**config.mk**
```make
export PLATFORM = sky130hd
export DESIGN_NAME = buoy_report_line_parser
export DESIGN_NICKNAME = d
export VERILOG_FILES = /design/src/rtl/core/blrp_pkg.sv /design/src/rtl/core/blrp_front.sv /design/src/rtl/core/blrp_queue.sv /design/src/rtl/core/blrp_back.sv /design/src/rtl/core/buoy_report_line_parser.sv
export SDC_FILE = /design/constraint.sdc
export NUM_CORES = 2
export LEC_CHECK = 0
export BUFFER_PORTS_ARGS = -buffer_cell sky130_fd_sc_hd__buf_2
export CORE_MARGIN = 1.5
export CORE_UTILIZATION = 37
export DETAILED_ROUTE_END_ITERATION = 7
export GPL_ROUTABILITY_DRIVEN = 0
export SLEW_MARGIN = 20
export SYNTH_ARGS = -nofsm -noshare
export SYNTH_HDL_FRONTEND = slang
export SYNTH_SLANG_ARGS = --single-unit
```
**constraint.sdc**
```tcl
create_clock -name clock -period 78.4 [get_ports clock]
set_clock_uncertainty 0.05 [all_clocks]
set_input_delay 11.76 -clock clock [delete_from_list [all_inputs] [get_ports clock]]
set_output_delay 11.76 -clock clock [all_outputs]
set_load 0.05 [all_outputs]
```
**src/rtl/core/blrp_pkg.sv**
```systemverilog
// ============================================================================
// Buoy report line parser package
// Shared item types and sizing constants.
// ============================================================================
`default_nettype none

package blrp_pkg;

   localparam int LINE_BYTES  = 256;
   localparam int MAX_TOKENS  = 24;
   localparam int VALUE_BITS  = 24;
   localparam int MIN_TOKENS  = 15;
   localparam int NUM_RESULTS = 11;
   localparam int NUM_INT     = 5;

   localparam int LEN_W  = $clog2(LINE_BYTES);
   localparam int CNT_W  = $clog2(MAX_TOKENS + 1);
   localparam int SLOT_W = $clog2(NUM_RESULTS);
   localparam int MAG_W  = VALUE_BITS - 1;

   typedef struct packed {
      logic [7:0] text_byte;
      logic       end_of_text;
   } req_type;

   typedef struct packed {
      logic [3:0]                   field_id;
      logic signed [VALUE_BITS-1:0] field_value;
      logic                         value_valid;
      logic                         record_found;
      logic                         last_result;
   } rsp_type;

   // One finished report: either a found record with its kept values or a
   // not-found marker.
   typedef struct packed {
      logic                                   found;
      logic [NUM_RESULTS-1:0]                 valid;
      logic [NUM_RESULTS-1:0][VALUE_BITS-1:0] values;
   } rec_type;

endpackage

`default_nettype wire

```
**src/rtl/core/blrp_front.sv**
```systemverilog
// ============================================================================
// Buoy report line parser front end
// Takes one byte per cycle unless req_full; tokenizes lines, keeps record fields.
// ============================================================================
`default_nettype none

module blrp_front (
   input  wire logic             clock,
   input  wire logic             reset,
   input  wire logic             req_push,
   output logic                  req_full,
   input  wire blrp_pkg::req_type req_item,
   output logic                  q_push,
   output blrp_pkg::rec_type     q_data,
   input  wire logic             q_full
);
   import blrp_pkg::*;

   localparam int WIDE_W = MAG_W + 8;
   localparam logic [WIDE_W-1:0] LIM_W = WIDE_W'(1) << MAG_W;

   localparam logic [7:0] CH_HASH = 8'h23;
   localparam logic [7:0] CH_LF   = 8'h0A;
   localparam logic [7:0] CH_CR   = 8'h0D;
   localparam logic [7:0] CH_SP   = 8'h20;
   localparam logic [7:0] CH_TAB  = 8'h09;
   localparam logic [7:0] CH_PLUS = 8'h2B;
   localparam logic [7:0] CH_MIN  = 8'h2D;
   localparam logic [7:0] CH_DOT  = 8'h2E;
   localparam logic [7:0] CH_0    = 8'h30;
   localparam logic [7:0] CH_9    = 8'h39;
   localparam logic [7:0] CH_M    = 8'h4D;

   localparam logic [1:0] PH_LEAD = 2'd0;
   localparam logic [1:0] PH_INT  = 2'd1;
   localparam logic [1:0] PH_FRAC = 2'd2;
   localparam logic [1:0] PH_DONE = 2'd3;

   typedef struct packed {
      logic             neg;
      logic [MAG_W-1:0] int_acc;
      logic             int_big;
      logic [MAG_W-1:0] hund_acc;
      logic             hund_big;
      logic [1:0]       phase;
      logic [1:0]       fdig;
      logic             flags;
      logic [2:0]       chars;
      logic [2:0]       marker;
   } tok_type;

   localparam tok_type TOK_FRESH = '{neg: 1'b0, int_acc: '0, int_big: 1'b0,
                                     hund_acc: '0, hund_big: 1'b0, phase: PH_LEAD,
                                     fdig: 2'd0, flags: 1'b0, chars: 3'd0,
                                     marker: 3'b111};

   // Character of marker "MM", "99.00" or "999" at a position, zero past its end.
   function automatic logic [7:0] marker_char(input logic [1:0] idx, input logic [2:0] pos);
      logic [7:0] r;
      r = 8'h00;
      case (idx)
         2'd0: if (pos < 3'd2) r = CH_M;
         2'd1: begin
            case (pos)
               3'd0, 3'd1: r = CH_9;
               3'd2:       r = CH_DOT;
               3'd3, 3'd4: r = CH_0;
               default:    r = 8'h00;
            endcase
         end
         2'd2: if (pos < 3'd3) r = CH_9;
         default: r = 8'h00;
      endcase
      return r;
   endfunction

   function automatic logic slot_hit(input logic [CNT_W-1:0] t);
      return (t <= CNT_W'(6)) || (t == CNT_W'(8)) || (t == CNT_W'(9)) ||
             (t == CNT_W'(11)) || (t == CNT_W'(14));
   endfunction

   function automatic logic [SLOT_W-1:0] slot_id(input logic [CNT_W-1:0] t);
      logic [SLOT_W-1:0] r;
      case (t)
         CNT_W'(8):  r = SLOT_W'(7);
         CNT_W'(9):  r = SLOT_W'(8);
         CNT_W'(11): r = SLOT_W'(9);
         CNT_W'(14): r = SLOT_W'(10);
         default:    r = SLOT_W'(t);
      endcase
      return r;
   endfunction

   function automatic logic [VALUE_BITS-1:0] saturate(input logic neg, input logic big,
                                                     input logic [MAG_W-1:0] mag);
      logic [VALUE_BITS-1:0] r;
      if (big) begin
         r = neg ? {1'b1, {MAG_W{1'b0}}} : {1'b0, {MAG_W{1'b1}}};
      end else begin
         r = neg ? -{1'b0, mag} : {1'b0, mag};
      end
      return r;
   endfunction

   function automatic tok_type feed(input tok_type s, input logic [7:0] c);
      tok_type          r;
      logic             dig;
      logic [WIDE_W-1:0] d;
      logic [WIDE_W-1:0] wi;
      logic [WIDE_W-1:0] wh;
      logic             int_step;
      logic             frac_step;
      r = s;
      dig = (c >= CH_0) && (c <= CH_9);
      d = WIDE_W'(c[3:0]);
      int_step = 1'b0;
      frac_step = 1'b0;
      for (int i = 0; i < 3; i++) begin
         if (marker_char(2'(i), s.chars) != c) r.marker[i] = 1'b0;
      end
      if (s.chars < 3'd6) r.chars = s.chars + 3'd1;
      case (s.phase)
         PH_LEAD: begin
            if (c == CH_SP || (c >= 8'd9 && c <= 8'd13)) begin
               r.phase = PH_LEAD;
            end else if (c == CH_PLUS) begin
               r.phase = PH_INT;
            end else if (c == CH_MIN) begin
               r.neg = 1'b1;
               r.phase = PH_INT;
            end else if (c == CH_DOT) begin
               r.phase = PH_FRAC;
            end else if (!dig) begin
               r.phase = PH_DONE;
            end else begin
               r.phase = PH_INT;
               int_step = 1'b1;
            end
         end
         PH_INT: begin
            if (dig) int_step = 1'b1;
            else if (c == CH_DOT) r.phase = PH_FRAC;
            else r.phase = PH_DONE;
         end
         PH_FRAC: begin
            if (dig) frac_step = 1'b1;
            else r.phase = PH_DONE;
         end
         default: r.phase = PH_DONE;
      endcase
      wi = {{(WIDE_W-MAG_W){1'b0}}, s.int_acc} * WIDE_W'(10) + d;
      wh = {{(WIDE_W-MAG_W){1'b0}}, s.hund_acc} * WIDE_W'(10) + d * WIDE_W'(100);
      if (frac_step) begin
         wh = {{(WIDE_W-MAG_W){1'b0}}, s.hund_acc} +
              ((s.fdig == 2'd0) ? d * WIDE_W'(10) : d);
      end
      if (int_step) begin
         r.flags = 1'b1;
         if (!s.int_big) begin
            if (wi >= LIM_W) r.int_big = 1'b1;
            else r.int_acc = wi[MAG_W-1:0];
         end
      end
      if (frac_step) r.flags = 1'b1;
      if (int_step || (frac_step && s.fdig < 2'd2)) begin
         if (frac_step) r.fdig = s.fdig + 2'd1;
         if (!s.hund_big) begin
            if (wh >= LIM_W) r.hund_big = 1'b1;
            else r.hund_acc = wh[MAG_W-1:0];
         end
      end
      return r;
   endfunction

   logic                                   header_ff, rdone_ff, stopped_ff, lhdr_ff, intok_ff;
   logic [LEN_W-1:0]                       len_ff;
   logic [CNT_W-1:0]                       cnt_ff;
   tok_type                                tok_ff;
   logic [NUM_RESULTS-1:0]                 kvalid_ff;
   logic [NUM_RESULTS-1:0][VALUE_BITS-1:0] kept_ff;

   logic                                   accept, eot, active, take, judge, hash_first;
   logic                                   header1, lhdr1, room, tokenize, sep, cr;
   logic                                   intok1, tok_close, close_now, commit, marker;
   logic [7:0]                             c;
   tok_type                                tok1;
   logic [CNT_W-1:0]                       cnt1, tidx;
   logic [SLOT_W-1:0]                      slot;
   logic [VALUE_BITS-1:0]                  val;
   logic                                   vld;
   logic [NUM_RESULTS-1:0]                 kvalid_in;
   logic [NUM_RESULTS-1:0][VALUE_BITS-1:0] kept_in;

   assign req_full = q_full;
   assign accept   = req_push && !q_full;
   assign c        = req_item.text_byte;
   assign eot      = req_item.end_of_text;

   always_comb begin
      active     = accept && !rdone_ff && !stopped_ff;
      take       = active && (c != 8'h00) && (c != CH_LF);
      judge      = active && ((c == 8'h00) || (c == CH_LF) || eot);
      hash_first = take && (len_ff == '0) && (c == CH_HASH);
      header1    = header_ff || hash_first;
      lhdr1      = lhdr_ff || hash_first;
      room       = len_ff < LEN_W'(LINE_BYTES - 1);
      tokenize   = take && room && header1 && !lhdr1;
      sep        = (c == CH_SP) || (c == CH_TAB);
      cr         = (c == CH_CR);

      tok1      = tok_ff;
      intok1    = intok_ff;
      cnt1      = cnt_ff;
      tok_close = 1'b0;
      if (tokenize) begin
         if (!intok_ff) begin
            if (!sep && cnt_ff < CNT_W'(MAX_TOKENS)) begin
               cnt1   = cnt_ff + CNT_W'(1);
               intok1 = 1'b1;
               if (cr) begin
                  tok1      = TOK_FRESH;
                  tok_close = 1'b1;
               end else begin
                  tok1 = feed(TOK_FRESH, c);
               end
            end
         end else if (sep || cr) begin
            tok_close = 1'b1;
         end else begin
            tok1 = feed(tok_ff, c);
         end
      end

      close_now = intok1 && (tok_close || judge);
      tidx      = cnt1 - CNT_W'(1);
      slot      = slot_id(tidx);
      marker    = (tok1.marker[0] && tok1.chars == 3'd2) ||
                  (tok1.marker[1] && tok1.chars == 3'd5) ||
                  (tok1.marker[2] && tok1.chars == 3'd3);
      if (slot < SLOT_W'(NUM_INT)) begin
         vld = 1'b1;
         val = saturate(tok1.neg, tok1.int_big, tok1.int_acc);
      end else begin
         vld = tok1.flags && !marker;
         val = vld ? saturate(tok1.neg, tok1.hund_big, tok1.hund_acc) : '0;
      end

      kept_in   = kept_ff;
      kvalid_in = kvalid_ff;
      if (close_now && slot_hit(tidx)) begin
         kept_in[slot]   = val;
         kvalid_in[slot] = vld;
      end

      commit        = judge && header1 && !lhdr1 && (cnt1 >= CNT_W'(MIN_TOKENS));
      q_push        = commit || (accept && eot && !rdone_ff);
      q_data.found  = commit;
      q_data.valid  = kvalid_in;
      q_data.values = kept_in;
   end

   always_ff @(posedge clock) begin
      if (reset || (accept && eot)) begin
         header_ff  <= 1'b0;
         rdone_ff   <= 1'b0;
         stopped_ff <= 1'b0;
         lhdr_ff    <= 1'b0;
         intok_ff   <= 1'b0;
         len_ff     <= '0;
         cnt_ff     <= '0;
         kvalid_ff  <= '0;
      end else if (active) begin
         if (judge) begin
            rdone_ff   <= commit;
            stopped_ff <= (c == 8'h00);
            lhdr_ff    <= 1'b0;
            intok_ff   <= 1'b0;
            len_ff     <= '0;
            cnt_ff     <= '0;
            kvalid_ff  <= '0;
         end else begin
            header_ff <= header1;
            lhdr_ff   <= lhdr1;
            if (take && room) len_ff <= len_ff + LEN_W'(1);
            cnt_ff    <= cnt1;
            intok_ff  <= intok1 && !tok_close;
            kvalid_ff <= kvalid_in;
         end
      end
   end

   always_ff @(posedge clock) begin
      if (active) begin
         tok_ff  <= tok1;
         kept_ff <= kept_in;
      end
   end

endmodule

`default_nettype wire

```
**src/rtl/core/blrp_queue.sv**
```systemverilog
// ============================================================================
// Buoy report line parser report queue
// Two-entry queue of finished reports between front and back ends.
// ============================================================================
`default_nettype none

module blrp_queue (
   input  wire logic             clock,
   input  wire logic             reset,
   input  wire logic             push,
   input  wire blrp_pkg::rec_type push_data,
   output logic                  full,
   input  wire logic             pop,
   output blrp_pkg::rec_type     head,
   output logic                  empty
);
   import blrp_pkg::*;

   rec_type    ent_ff [2];
   logic       wr_ff, rd_ff;
   logic [1:0] cnt_ff;
   logic       do_push, do_pop;

   assign full    = (cnt_ff == 2'd2);
   assign empty   = (cnt_ff == 2'd0);
   assign head    = ent_ff[rd_ff];
   assign do_push = push && !full;
   assign do_pop  = pop && !empty;

   always_ff @(posedge clock) begin
      if (reset) begin
         wr_ff  <= 1'b0;
         rd_ff  <= 1'b0;
         cnt_ff <= 2'd0;
      end else begin
         if (do_push) wr_ff <= !wr_ff;
         if (do_pop) rd_ff <= !rd_ff;
         if (do_push && !do_pop) cnt_ff <= cnt_ff + 2'd1;
         else if (do_pop && !do_push) cnt_ff <= cnt_ff - 2'd1;
      end
   end

   always_ff @(posedge clock) begin
      if (do_push) ent_ff[wr_ff] <= push_data;
   end

endmodule

`default_nettype wire

```
**src/rtl/core/blrp_back.sv**
```systemverilog
// ============================================================================
// Buoy report line parser back end
// Turns one finished report into its result items through an output register.
// ============================================================================
`default_nettype none

module blrp_back (
   input  wire logic             clock,
   input  wire logic             reset,
   input  wire blrp_pkg::rec_type q_head,
   input  wire logic             q_empty,
   output logic                  q_pop,
   output logic                  rsp_empty,
   input  wire logic             rsp_pop,
   output blrp_pkg::rsp_type     rsp_item
);
   import blrp_pkg::*;

   rec_type           cur_ff;
   logic              busy_ff, out_valid_ff;
   logic [3:0]        idx_ff;
   rsp_type           out_ff;
   logic              advance, last;
   rsp_type           item;
   logic [SLOT_W-1:0] sel;

   assign rsp_empty = !out_valid_ff;
   assign rsp_item  = out_ff;
   assign advance   = !out_valid_ff || rsp_pop;
   // The next report is picked up in the cycle that hands out the last item of
   // the current one, so consecutive reports leave no gap between items.
   assign q_pop     = !q_empty && (!busy_ff || (advance && last));
   assign sel       = SLOT_W'(idx_ff);

   always_comb begin
      last              = !cur_ff.found || (idx_ff == 4'(NUM_RESULTS - 1));
      item.field_id     = cur_ff.found ? idx_ff : 4'd0;
      item.field_value  = cur_ff.found ? cur_ff.values[sel] : '0;
      item.value_valid  = cur_ff.found && cur_ff.valid[sel];
      item.record_found = cur_ff.found;
      item.last_result  = last;
   end

   always_ff @(posedge clock) begin
      if (reset) begin
         busy_ff      <= 1'b0;
         out_valid_ff <= 1'b0;
         idx_ff       <= 4'd0;
      end else begin
         if (busy_ff && advance) begin
            out_valid_ff <= 1'b1;
            if (last) busy_ff <= 1'b0;
            else idx_ff <= idx_ff + 4'd1;
         end else if (advance) begin
            out_valid_ff <= 1'b0;
         end
         if (q_pop) begin
            busy_ff <= 1'b1;
            idx_ff  <= 4'd0;
         end
      end
   end

   always_ff @(posedge clock) begin
      if (q_pop) cur_ff <= q_head;
      if (busy_ff && advance) out_ff <= item;
   end

endmodule

`default_nettype wire

```
**src/rtl/core/buoy_report_line_parser.sv**
```systemverilog
// ============================================================================
// Buoy report line parser
// Finds the first full data line after a header in a buoy text report and
// returns its date, time and six measurements as result items.
// ============================================================================
//
//   Channel   Ports                          Moves
//   --------  -----------------------------  ---------------------------------
//   input     req_push, req_full, req_item   one report byte per item
//   result    rsp_empty, rsp_pop, rsp_item   one field per item, 11 or 1/run
//
// The input side takes one byte every cycle while req_full is low; the parser
// keeps all of its line and token state in registers updated once per byte.
// A finished report (eleven fields, or a single not-found item) goes into a
// two-entry queue; the back end drains it at one result item per cycle while
// results are taken, through the queue entry, report and output registers.
// req_full rises only when both queue entries hold reports still waiting.
// Reset is synchronous and clears all control state; there is no sweep.
//
`default_nettype none

module buoy_report_line_parser (
   input  wire logic             clock,
   input  wire logic             reset,
   input  wire logic             req_push,
   output logic                  req_full,
   input  wire blrp_pkg::req_type req_item,
   output logic                  rsp_empty,
   input  wire logic             rsp_pop,
   output blrp_pkg::rsp_type     rsp_item
);
   import blrp_pkg::*;

   // Reports handed from the byte parser to the result sequencer.
   logic    q_push, q_full, q_pop, q_empty;
   rec_type q_data, q_head;

   // The front end parses bytes and closes a report on a record line or at the
   // end of the text.
   blrp_front u_front (
      .clock    (clock),
      .reset    (reset),
      .req_push (req_push),
      .req_full (req_full),
      .req_item (req_item),
      .q_push   (q_push),
      .q_data   (q_data),
      .q_full   (q_full)
   );

   blrp_queue u_queue (
      .clock     (clock),
      .reset     (reset),
      .push      (q_push),
      .push_data (q_data),
      .full      (q_full),
      .pop       (q_pop),
      .head      (q_head),
      .empty     (q_empty)
   );

   // The back end walks the kept fields of one report in order.
   blrp_back u_back (
      .clock     (clock),
      .reset     (reset),
      .q_head    (q_head),
      .q_empty   (q_empty),
      .q_pop     (q_pop),
      .rsp_empty (rsp_empty),
      .rsp_pop   (rsp_pop),
      .rsp_item  (rsp_item)
   );

endmodule

`default_nettype wire

```
==> flow_metrics.tcl <==
set metrics [dict create \
    synthCells 3988 \
    peakVddDrop_mv 0.01875 \
    clk_pin_slew_ps 60 \
    layout-drive-gt1-share 0.2145 \
    clkPwrFrac 0.316 \
    hpwl_um 89710 \
    final_common_cell "edfxtp_1" \
    critPathCaptureType "flop" \
    io_pins 46 \
    n_fill_cell 13750 \
    tns_ps 0 \
    hold_buffers 0 \
    p_comb_frac 0.260 \
    switching_share 0.3285 \
    p_leak_nw 17.12 \
    power.density_nw_per_um2 29.22 \
    io_buffer_count 45 \
    postCtsResizedCells 0 \
    ant_nets 0 \
    synth_cell_types 112 \
    totalWireLength_um 144500 \
    clock-root-buffer "clkbuf_16" \
    syn-num-nets 4147 \
    path_class "in2reg" \
    multi_input_area_sq_um 19300 \
    wire_per_inst_um 23.45 \
    cts_sinks 1222 \
    fmax_ghz 0.05123 \
    regArea_sq_um 36320 \
    final.period_utilization 0.2490 \
    overflow 0 \
    synth-main-ff-cell "edfxtp_1" \
    synth_seq_cells 1222 \
    placed_area_sq_um 59310 \
    critPathArrivalTime_ps 19940 \
    num-nets-final 4187 \
    drc 0 \
    vias_per_cell 5.546 \
    worst_slew_pin_slew_ps 1154 \
    cap_violations 0 \
    grt_pass1_wl_um 215800 \
    final_cell_mix "edfxtp_1, mux2_2, nand2_1, nor2_1, a21oi_1" \
    antenna_found_initial 5 \
    layout_setup_ws_ps 58880 \
    slew_headroom 0.2309 \
    fp.dieW_um 394.0 \
    die-area_sq_um 155300 \
    yosys_warnings 0 \
    start_util 0.3725 \
    worst_setup_path_start_kind "primary input" \
    cts_tree "built" \
    grt_max_degree 129 \
    groute.usage.overall 0.1822 \
    cts_setup_buffers 0 \
    syn_to_final_growth_pct 11.87 \
    row_count 143 \
    drt_first_pass_iters 7 \
    maxSlewViolCount 0 \
    syn_area_sq_um 56580 \
    setup_viol 0 \
    cts_made_buffers 119 \
    fin_area_sq_um 63300 \
    hp-class "reg2reg" \
    period_minus_slack_ps 19520 \
    dieHeight_um 394.0 \
    pre_cts_slack_ps 58170 \
    drtIter0Drc 3357 \
    clk_latency_ps 760 \
    rsz0062_at_grt "no" \
    synthArstFlopShare 0 \
    p_sw_w 0.0006075 \
    antenna_cells 0 \
    critPathRequiredTime_ps 78820 \
    hold_viol 0 \
    internal_power_w 0.001242 \
    synth-edff-count 1183 \
    r2r_slack_ps 70200 \
    clock_path_buffers 3 \
    power_frac_seq 0.424 \
    grt_pass1_vias 33090 \
    cp_max_fo 24 \
    status "finished, final reports clean" \
    core_sq_um 151900 \
    num_vias 34170 \
    h-tree-depth 3 \
    ys_seq_area_frac 0.6417 \
    syn_avg_cell_area_sq_um 14.19 \
]
[worst max-delay path: stages]
cell and delay [ps]:
buf_2 240, inv_1 220, ha_1 330, a22oi_1 380, o2111ai_4 180, a41oi_1 700
nand3_1 440, nor2_1 580, nand2_1 110, o21ai_0 250, inv_1 180, ha_1 280
xnor3_1 720, mux2i_1 180, a211oi_1 270, o211ai_1 160, nor2b_1 170, nor2b_1 180
nand2_1 820, clkinv_1 1120, mux2_2 610
[final timing paths]
path,from,endpoint,cells past startpoint
setup / recovery,req_item[3],u_front.kept_ff[35]$_DFFE_PP_,21
hold / removal,u_front.lhdr_ff$_SDFFE_PP0P_,u_front.lhdr_ff$_SDFFE_PP0P_,2
setup reg to reg,u_queue.cnt_ff[0]$_SDFFE_PP0P_,u_front.kept_ff[35]$_DFFE_PP_,18
hold reg to reg,u_front.lhdr_ff$_SDFFE_PP0P_,u_front.lhdr_ff$_SDFFE_PP0P_,2
[per-layer routing]
metal / up-vias / share of wire / GRT usage
met5: - / 0 / 0
met4: 0 / 0.026 / 0.05350
met3: 199 / 0.055 / 0.02162
met2: 1070 / 0.47 / 0.2975
met1: 17320 / 0.45 / 0.2552
li1: 15580 / - / -
[flip-flops by register name, summed over array words and instances, names as in the netlist, 2 cells and up]
name,cells
u_queue.ent_ff,552
u_back.cur_ff,276
u_front.kept_ff,264
u_front.tok_ff,60
u_back.rsp_item,31
u_front.kvalid_ff,11
u_front.len_ff,8
u_front.cnt_ff,5
u_back.idx_ff,4
u_queue.cnt_ff,2
[layout make-up]
cell class / instances / share of cell area
clock buffer: 144 / 0.04902
tap: 2030 / 0.04013
clock inverter: 80 / 0.01402
sequential: 1222 / 0.5738
timing repair buffer: 121 / 0.01283
inverter: 88 / 0.005337
multi-input combinational: 2476 / 0.3049
[power by group through the flow]
stage / combinational [W] / sequential [W] / clock [W]
4_1_cts: 0.000481 / 0.000784 / 0.000596
6_report: 0.000481 / 0.000785 / 0.000584
3_3_place_gp: 0.000475 / 0.000798 / 0
2_1_floorplan: 0.000325 / 0.000834 / 0
5_1_grt: 0.000522 / 0.000786 / 0.000620
3_5_place_dp: 0.000479 / 0.000798 / 0
[Yosys cell counts (all sizes together), types with 25 or more instances]
library cell | count | area, sq um
edfxtp | 1183 | 35520
mux2 | 431 | 4853
nand2 | 255 | 962.2
nor2 | 241 | 914.6
o21ai | 176 | 899.6
a21oi | 171 | 870.8
clkbuf | 162 | 609.3
ha | 139 | 1739
inv | 86 | 322.8
mux2i | 62 | 620.6
nand3 | 62 | 315.3
xnor2 | 61 | 534.3
and2 | 58 | 365.3
nor3 | 55 | 280.3
mux4 | 50 | 1126
nand4 | 45 | 294.0
o22ai | 41 | 262.8
buf | 40 | 185.2
nand2b | 40 | 250.2
a31oi | 39 | 250.2
dfxtp | 39 | 780.8
xor2 | 39 | 341.6
o31ai | 37 | 282.8
a21o | 31 | 232.7
o211ai | 30 | 230.2
and3 | 27 | 168.9
a211oi | 25 | 207.7
or3 | 25 | 156.4
[through the flow]
stage          hold WS [ps]  total power, W  instances  utilization
3_5_place_dp          414.9        0.001278       5937       0.3904
4_1_cts               430.2        0.001861       6161       0.4167
2_1_floorplan         387.7        0.001159       3988            -
5_1_grt               459.5        0.001928       6161       0.4167
3_3_place_gp          404.2        0.001273       5936       0.3902
6_report              424.3        0.001849       6161       0.4167
[logic make-up after synthesis]
group	share of synthesized area
flip-flops	0.6417
AND/OR/NAND/NOR	0.08092
AO/OA/AOI/OAI	0.09180
multiplexers	0.1167
buffers and inverters	0.01988
adder cells (fa/ha/maj)	0.03322
XOR/XNOR	0.01588
Power figures use the tool's default switching activity.
